**config.mk**
```make
export PLATFORM = sky130hd
export DESIGN_NAME = radar_report_frame_parser
export DESIGN_NICKNAME = d
export VERILOG_FILES = /design/src/rtl/core/rrfp_pkg.sv /design/src/rtl/core/rrfp_window.sv /design/src/rtl/core/radar_report_frame_parser.sv
export SDC_FILE = /design/constraint.sdc
export NUM_CORES = 1
export LEC_CHECK = 0
export ABC_AREA = 0
export BUFFER_PORTS_ARGS = -buffer_cell sky130_fd_sc_hd__buf_4
export CAP_MARGIN = 10
export CORE_ASPECT_RATIO = 0.75
export CORE_MARGIN = 5
export CORE_UTILIZATION = 50
export CTS_CLUSTER_SIZE = 12
export DETAILED_ROUTE_END_ITERATION = 10
export GPL_ROUTABILITY_DRIVEN = 0
export HOLD_SLACK_MARGIN = 0.1
export PLACE_DENSITY = 0.62
export RECOVER_POWER = 50
export SETUP_SLACK_MARGIN = 0.15
export SYNTH_ARGS = -nofsm -noshare
export SYNTH_HDL_FRONTEND = slang
export SYNTH_HIERARCHICAL = 1
export SYNTH_SLANG_ARGS = --single-unit
export TNS_END_PERCENT = 10
```
**constraint.sdc**
```tcl
create_clock -name clk -period 19.4 [get_ports clk]
set_input_delay 1.94 -clock clk [delete_from_list [all_inputs] [get_ports clk]]
set_output_delay 1.94 -clock clk [all_outputs]
set_load 0.02 [all_outputs]
```
**src/rtl/core/rrfp_pkg.sv**
```systemverilog
// Shared constants and types for the radar report frame parser.
`timescale 1ns / 1ps
`default_nettype none

package rrfp_pkg;

	// Default frame length in bytes, header through tail.
	localparam int unsigned FRAME_LEN_DEF = 45;

	// Frame header, in order of arrival.
	localparam logic [7:0] HDR_B0 = 8'hF4;
	localparam logic [7:0] HDR_B1 = 8'hF3;
	localparam logic [7:0] HDR_B2 = 8'hF2;
	localparam logic [7:0] HDR_B3 = 8'hF1;

	// Frame tail, in order of arrival.
	localparam logic [7:0] TAIL_B0 = 8'hF8;
	localparam logic [7:0] TAIL_B1 = 8'hF7;
	localparam logic [7:0] TAIL_B2 = 8'hF6;
	localparam logic [7:0] TAIL_B3 = 8'hF5;

	// Byte offsets of the reported fields inside a frame.
	localparam int unsigned OFS_PRESENCE = 6;
	localparam int unsigned OFS_DIST_LO  = 7;
	localparam int unsigned OFS_DIST_HI  = 8;

	// Result of evaluating the window against one new byte.
	typedef struct packed {
		logic        full;         // window holds a whole frame with the new byte
		logic        hit;          // header and tail both match
		logic [7:0]  presence;
		logic [15:0] distance_cm;
	} win_res_t;

endpackage

`default_nettype wire

```
**src/rtl/core/rrfp_window.sv**
```systemverilog
// Sliding byte window with fill count and header/tail frame match.
`timescale 1ns / 1ps
`default_nettype none

module rrfp_window #(
	parameter int unsigned FRAME_LEN = rrfp_pkg::FRAME_LEN_DEF
) (
	input  wire logic              clk,
	input  wire logic              arst_n,
	input  wire logic              step,
	input  wire logic [7:0]        rx_byte,
	output rrfp_pkg::win_res_t     res
);

	localparam int unsigned HOLD = FRAME_LEN - 1;
	localparam int unsigned CW   = $clog2(FRAME_LEN);
	localparam logic [CW-1:0] FULL_CNT = CW'(HOLD);

	// The last FRAME_LEN-1 bytes, oldest at index 0. The incoming byte
	// completes the window as its final entry.
	logic [7:0]    line_q [HOLD];
	logic [CW-1:0] fill_q;
	logic          hdr_ok;
	logic          tail_ok;

	always_comb begin
		hdr_ok  = (line_q[0] == rrfp_pkg::HDR_B0) && (line_q[1] == rrfp_pkg::HDR_B1) &&
		          (line_q[2] == rrfp_pkg::HDR_B2) && (line_q[3] == rrfp_pkg::HDR_B3);
		tail_ok = (line_q[HOLD-3] == rrfp_pkg::TAIL_B0) &&
		          (line_q[HOLD-2] == rrfp_pkg::TAIL_B1) &&
		          (line_q[HOLD-1] == rrfp_pkg::TAIL_B2) &&
		          (rx_byte == rrfp_pkg::TAIL_B3);
		res.full        = (fill_q == FULL_CNT);
		res.hit         = res.full && hdr_ok && tail_ok;
		res.presence    = line_q[rrfp_pkg::OFS_PRESENCE];
		res.distance_cm = {line_q[rrfp_pkg::OFS_DIST_HI], line_q[rrfp_pkg::OFS_DIST_LO]};
	end

	// Stale bytes left behind after a frame are shifted out before the
	// count reaches full again, so the line needs no clearing.
	always_ff @(posedge clk) begin
		if (step) begin
			for (int i = 0; i < HOLD - 1; i++) begin
				line_q[i] <= line_q[i+1];
			end
			line_q[HOLD-1] <= rx_byte;
		end
	end

	always_ff @(posedge clk or negedge arst_n) begin
		if (!arst_n) begin
			fill_q <= '0;
		end else if (step) begin
			if (res.full) begin
				fill_q <= res.hit ? '0 : FULL_CNT;
			end else begin
				fill_q <= fill_q + CW'(1);
			end
		end
	end

endmodule

`default_nettype wire

```
**src/rtl/core/radar_report_frame_parser.sv**
```systemverilog
// Top level of the radar report frame parser: input stage, window, result register.
`timescale 1ns / 1ps
`default_nettype none

// Usage:
// Received serial bytes arrive on the slave stream, one byte per transfer in
// s_tdata. The block keeps the most recent FRAME_LEN-1 bytes that have not been
// consumed by a frame. Once that many are held, each new byte is checked: if
// the oldest four bytes are the header F4 F3 F2 F1 and the newest four are the
// tail F8 F7 F6 F5, one result transfer goes out on the master stream and the
// window empties; otherwise the oldest byte is dropped and the search moves on.
// The byte that completes a frame is captured in the input register when it is
// accepted, and the result register loads, raising m_tvalid, when that byte is
// processed; a pending result can stall it in between. One byte is taken per
// cycle while the result register is free or drains. The input register
// takes a new byte while a result still waits in the output register; when the
// receiver holds m_tready low with a result pending, the input stage fills and
// s_tready then drops until the result is taken. Reset clears the fill count
// and both valid flags; the window bytes themselves are never read before they
// are written.
module radar_report_frame_parser #(
	parameter int unsigned FRAME_LEN = rrfp_pkg::FRAME_LEN_DEF
) (
	input  wire logic        clk,
	input  wire logic        arst_n,
	// Slave stream: received bytes.
	input  wire logic        s_tvalid,
	output logic             s_tready,
	input  wire logic [7:0]  s_tdata,   // [7:0] rx_byte
	// Master stream: frame results.
	output logic             m_tvalid,
	input  wire logic        m_tready,
	output logic [23:0]      m_tdata    // [7:0] presence, [23:8] distance_cm
);

	logic               valid_s1;
	logic [7:0]         byte_s1;
	logic               m_valid_q;
	logic [23:0]        m_data_q;
	logic               adv;
	logic               step;
	rrfp_pkg::win_res_t win_res;

	// The input stage advances whenever the result register is free or drains.
	assign adv      = !m_valid_q || m_tready;
	assign step     = valid_s1 && adv;
	assign s_tready = !valid_s1 || adv;

	always_ff @(posedge clk or negedge arst_n) begin
		if (!arst_n) begin
			valid_s1 <= 1'b0;
		end else if (s_tready) begin
			valid_s1 <= s_tvalid;
		end
	end

	always_ff @(posedge clk) begin
		if (s_tready && s_tvalid) begin
			byte_s1 <= s_tdata;
		end
	end

	rrfp_window #(
		.FRAME_LEN (FRAME_LEN)
	) u_window (
		.clk     (clk),
		.arst_n  (arst_n),
		.step    (step),
		.rx_byte (byte_s1),
		.res     (win_res)
	);

	always_ff @(posedge clk or negedge arst_n) begin
		if (!arst_n) begin
			m_valid_q <= 1'b0;
		end else if (adv) begin
			m_valid_q <= step && win_res.hit;
		end
	end

	always_ff @(posedge clk) begin
		if (step && win_res.hit) begin
			m_data_q <= {win_res.distance_cm, win_res.presence};
		end
	end

	assign m_tvalid = m_valid_q;
	assign m_tdata  = m_data_q;

`ifndef NO_ASSERTIONS
	// A frame can only be recognized with a whole frame in the window.
	a_hit_needs_full: assert property (@(posedge clk) disable iff (!arst_n)
		win_res.hit |-> win_res.full)
		else $error("frame match without a full window");

	// A recognized frame empties the window.
	a_hit_empties: assert property (@(posedge clk) disable iff (!arst_n)
		(step && win_res.hit) |=> !win_res.full)
		else $error("window still full after a frame was consumed");

	// A new result is loaded only by a byte processed in the cycle before.
	a_result_source: assert property (@(posedge clk) disable iff (!arst_n)
		(m_tvalid && $past(adv)) |-> $past(step))
		else $error("result appeared without a processed byte");
`endif

endmodule

`default_nettype wire
```
# --- After elaboration in Yosys (flattened, before gate mapping) ---
# Memory sizes are Yosys's and may differ from the RTL's.
# Cells that the tools add are included.
word_totals:
  ff_bits: 40
  latch_bits: 0
  mem_bits_rw: 352
  romBits: 0
  input_bits: 12
  elab_cells: 35
  mem_count: 1
memory_table:
  columns: ["memory", "words", "width", "read_ports", "rd_ports_with_merged_regs", "wr", "line", "source"]
  rows:
  - ["u_window.line_q", 44, 8, 44, 0, 44, "rrfp_window.sv:21", "logic [7:0] line_q [HOLD];"]
op_classes:
  add_sub_neg: 1
  n_mul: 0
  n_div: 0
  n_lt_le_gt_ge: 0
  eq_ne: 9
  n_shift: 0
  muxes: 4
  bitwise: 0
  n_reduce_logical: 15
ops:
  columns: ["cell", "n"]
  rows:
  - ["8-bit equality test, second input constant", 8]
  - ["6-bit 2-to-1 mux", 2]
  - ["1-bit logical AND", 11]
  - ["6-bit by 1-bit adder with 6-bit output, second input constant", 1]
  - ["6-bit equality test, second input constant", 1]
  - ["1-bit zero test", 2]
  - ["1-bit logical OR", 2]
  - ["1-bit 2-to-1 mux", 2]

# --- Depth between registers and ports, before layout ---
depth:
  word_depth: 8
  depth_mapped: 8

# --- Hierarchy ---
# Netlist, hierarchy kept.
by_module_without_submodules:
  columns: ["mod", "n_inst", "cells_per_inst", "area_per_inst_um2"]
  rows:
  - ["rrfp_window", 1, 436, 11280.8]
  - ["radar_report_frame_parser", 1, 42, 1072.3]

# --- Worst setup path before layout ---
# Ideal clock, no wire load.
synth_path:
  path_kind: "input-to-reg"
  startpoint: "in m_tready"
  endpoint: "reg u_window.fill_q[4]"
  t_arrival_ns: 11.301
  required_ns: 19.334
  path_slack_ns: 8.033
  path_stages: 5
  n_path_buf: 0
  cell_sequence: "nand2b_1 and2_1 nand4_1 a211oi_1 a21o_1"
synth_via:
  elab_chain_cells: 2
synth_lines:
  columns: ["element", "line", "source"]
  rows:
  - ["from (decl)", "radar_report_frame_parser.sv:32", "input wire logic m_tready,"]
  - ["1-bit logical OR", "radar_report_frame_parser.sv:45", "assign adv = !m_valid_q || m_tready;"]
  - ["1-bit logical AND", "radar_report_frame_parser.sv:46", "assign step = valid_s1 && adv;"]
  - ["via step", "radar_report_frame_parser.sv:41", "logic step;"]
  - ["to (signal assigned)", "rrfp_window.sv:55", "fill_q <= res.hit ? '0 : FULL_CNT;"]
  - ["to (signal assigned)", "rrfp_window.sv:57", "fill_q <= fill_q + CW'(1);"]
  - ["to (decl)", "rrfp_window.sv:22", "logic [CW-1:0] fill_q;"]
# The timed path passes the listed nets, and every way through them passes these cells.
# A chain may end at the register's enable or synchronous reset.

# --- Worst setup path after layout ---
layout_path:
  startpoint: "in m_tready"
  endpoint: "out s_tready"
layout_via:
  elab_chain_cells: 2
layout_lines:
  columns: ["element", "line", "source"]
  rows:
  - ["1-bit logical OR", "radar_report_frame_parser.sv:45", null]
  - ["1-bit logical OR", "radar_report_frame_parser.sv:47", "assign s_tready = !valid_s1 || adv;"]
  - ["to (decl)", "radar_report_frame_parser.sv:28", "output logic s_tready,"]
# Every way passes these cells.

==> impl_metrics.env <==
export IMPL_status="finished with violations"
export IMPL_violations="max-capacitance violations, max-slew violations"
export IMPL_yosys_area_top_type="edfxtp_1"
export IMPL_worst_skew_pair_late_latency_ns=0.51
export IMPL_cts_buffers=39
export IMPL_cp_max_fo=3
export IMPL_wire_per_inst_um=17.5
export IMPL_final_nets=549
export IMPL_p_switching_uw=317
export IMPL_cts_sinks=392
export IMPL_antennaDiodeCount=0
export IMPL_pwr_share_comb_pct=1.8
export IMPL_fin_worst_skew_ns=0.0128
export IMPL_hold_viol=0
export IMPL_wl_um=15400
export IMPL_grt_overflow=0
export IMPL_pwr_share_seq_pct=59.6
export IMPL_layout_min_cycle_time_ns=4.35
export IMPL_cts_setup_buffers=0
export IMPL_synth_edf_count=384
export IMPL_htree_num_levels=2
export IMPL_cap_viol_max_count=1
export IMPL_syn_area_um2=12400
export IMPL_die_height_um=146
export IMPL_synthToLayoutAreaGrowth_pct=12.9
export IMPL_critPathMaxStageDelay_ns=0.18
export IMPL_drt_iter0_drc=384
export IMPL_dp_hpwl_um=7710
export IMPL_clkPwrFrac_pct=38.5
export IMPL_crit_path_end_kind="primary output"
export IMPL_hold_path_class="flop to flop"
export IMPL_first_pass_iters=4
export IMPL_final_cell_mix="edfxtp_1 (384), clkbuf_16 (39), buf_4 (29)"
export IMPL_port_buffers=37
export IMPL_grt_max_degree=222
export IMPL_start_util_pct=51.1
export IMPL_tns_ns=0
export IMPL_grt_pass1_vias=4401
export IMPL_worst_pin_slew_ns=1.60
export IMPL_fin_cells=876
export IMPL_cts_tree="yes"
export IMPL_num_rows=49
export IMPL_power_density_nw_per_um2=121
export IMPL_cts_hold_buffers=0
export IMPL_dieArea_um2=28000
export IMPL_core_area_um2=24200
export IMPL_relSlewSlack_pct=-6.83
export IMPL_ys_warn_count=6
export IMPL_grt_use_total_pct=11.2
export IMPL_vias=4354
export IMPL_die_x_um=192
export IMPL_fillers=1756
export IMPL_worstSetupPathType="input port to primary output"
export IMPL_drc=0
export IMPL_synth_nets=492
export IMPL_post_cts_resize_count=0
export IMPL_synth_seq_cells=392
export IMPL_yosysTopAreaCellShare_pct=93.3
export IMPL_path_buf_inv=2
export IMPL_ir_worst_vdd_mv=0.0560
export IMPL_p_sw_share_pct=18.8
export IMPL_critical_path_arrival_ns=2.41
export IMPL_rsz0062_at_grt="false"
export IMPL_internal_power_mw=1.37
export IMPL_grt_pass1_wl_um=24400
export IMPL_ys_flop_type="edfxtp_1"
export IMPL_crit_slowest_cell="nand3b_1"
export IMPL_grt_antenna_before_repair=0
export IMPL_ios=38
export IMPL_cts_root_buffer="clkbuf_16"
export IMPL_setup_violations=0
export IMPL_crit_chain="clkbuf_4 -> nand3b_1 -> buf_4"
export IMPL_report_final_slew_viol_count=25
export IMPL_synth_cells=478
export IMPL_clk_pin_slew_ns=0.06
export IMPL_avgSynthCellArea_um2=25.8
export IMPL_antenna_left=0
export IMPL_ys_seq_area_share_pct=95.0
export IMPL_fmax_mhz=230
export IMPL_async_reset_ff_share_pct=2.04
export IMPL_synth_cell_types=33
export IMPL_drive_gt1_share_pct=15.4
export IMPL_post_route_period_util_pct=22.4
export IMPL_cpLargestDelayFamily="buffers and inverters"
export IMPL_dp_cells=825
export IMPL_ys_top_cells_by_area="edfxtp_1 (93%), dfrtp_1 (1.6%), buf_4 (1.5%), nand4b_1 (0.50%), nand4_1 (0.30%)"
export IMPL_via_per_inst=4.97
export IMPL_start_kind="input port"
export IMPL_leakagePower_nw=4.69
export IMPL_clockBufferDepth=3
export IMPL_required_ns=17.46
export IMPL_final_common_cell="edfxtp_1"
==> worst paths after layout <==
kind,from,end,slack [ns],cells after the start
max in group asynchronous,arst_n,u_window/fill_q[0]$_DFFE_PN0P_,17.72,1
max reg2reg,u_window/line_q[0][16]$_DFFE_PP_,m_tdata[10]$_DFFE_PP_,15.78,7
min in group asynchronous,arst_n,m_tvalid$_DFFE_PN0P_,1.35,1
min,u_window/line_q[2][4]$_DFFE_PP_,u_window/line_q[1][124]$_DFFE_PP_,0.41,0
max,m_tready,s_tready,15.05,3
min reg2reg,u_window/line_q[2][4]$_DFFE_PP_,u_window/line_q[1][124]$_DFFE_PP_,0.41,0
==> cells in the mapped netlist (2+ instances only) <==
master and count:
and2_1 3, and4_1 2, buf_4 24, dfrtp_1 8, edfxtp_1 384, ha_1 2, inv_1 6, nand2_1 6
nand2b_1 2, nand4_1 6, nand4b_1 7, nand4bb_1 2, nor4_1 3, o211ai_1 2, o21ai_0 3
==> worst register-to-register path, cell delays in order (launching register included) <==
cell	delay [ns]
edfxtp_1	0.38
or4b_1	0.54
nor4_1	0.38
and4_1	0.36
and2_0	0.18
nand2_1	0.08
nor2b_2	0.10
clkbuf_1	1.15
==> through the flow <==
stage,utilization (%),hold slack (ns),cell area (um2),power (mW),setup slack [ns]
3_5_place_dp,53.4,0.405,12900,1.06,14.88
5_1_grt,57.7,0.414,13900,1.76,15.00
3_3_place_gp,53.4,0.403,12900,1.05,14.95
2_1_floorplan,-,0.400,12400,1.05,8.03
4_1_cts,57.8,0.411,14000,1.71,15.09
6_report,57.7,0.409,13900,1.69,15.05
==> routing by layer <==
metal  vias up  part of all wire, %  global-route usage, %
met2       126                   41                   14.8
li1       1997                    -                      -
met4         0                  2.5                   4.31
met3        36                  8.6                   3.77
met1      2195                   48                   17.4
met5         -                    0                      0
==> cell families after synthesis <==
kind of cell,Yosys count,share of synthesized area (%)
fa+ha+maj,2,0.203
mux,1,0.0810
compound gates,11,0.598
simple gates,41,2.48
buf+inv,31,1.67
flops,392,95.0
==> registers in the layout, indices dropped and copies added, names as in the netlist <==
| name | count |
|---|---|
| valid_s1 | 1 |
| u_window/fill_q | 6 |
| u_window/line_q | 352 |
| m_tvalid | 1 |
| byte_s1 | 8 |
| m_tdata | 24 |
==> layout make-up <==
class                      count  area (um2)  share of cell area (%)
sequential                   392       11700                    84.1
clock buffer                  47        1010                    7.21
tap                          331         414                    2.97
multi-input combinational     55         405                    2.91
timing repair buffer          41         313                    2.24
clock inverter                 4        51.3                   0.368
inverter                       6        22.5                   0.162
==> power groups by stage <==
stage	combinational, mW	sequential, mW	clock [mW]
4_1_cts	0.0320	1.01	0.675
6_report	0.0312	1.01	0.650
2_1_floorplan	0.0255	1.03	0
3_3_place_gp	0.0288	1.02	0
3_5_place_dp	0.0321	1.02	0
5_1_grt	0.0347	1.01	0.710
(Power assumes the default switching activity.)
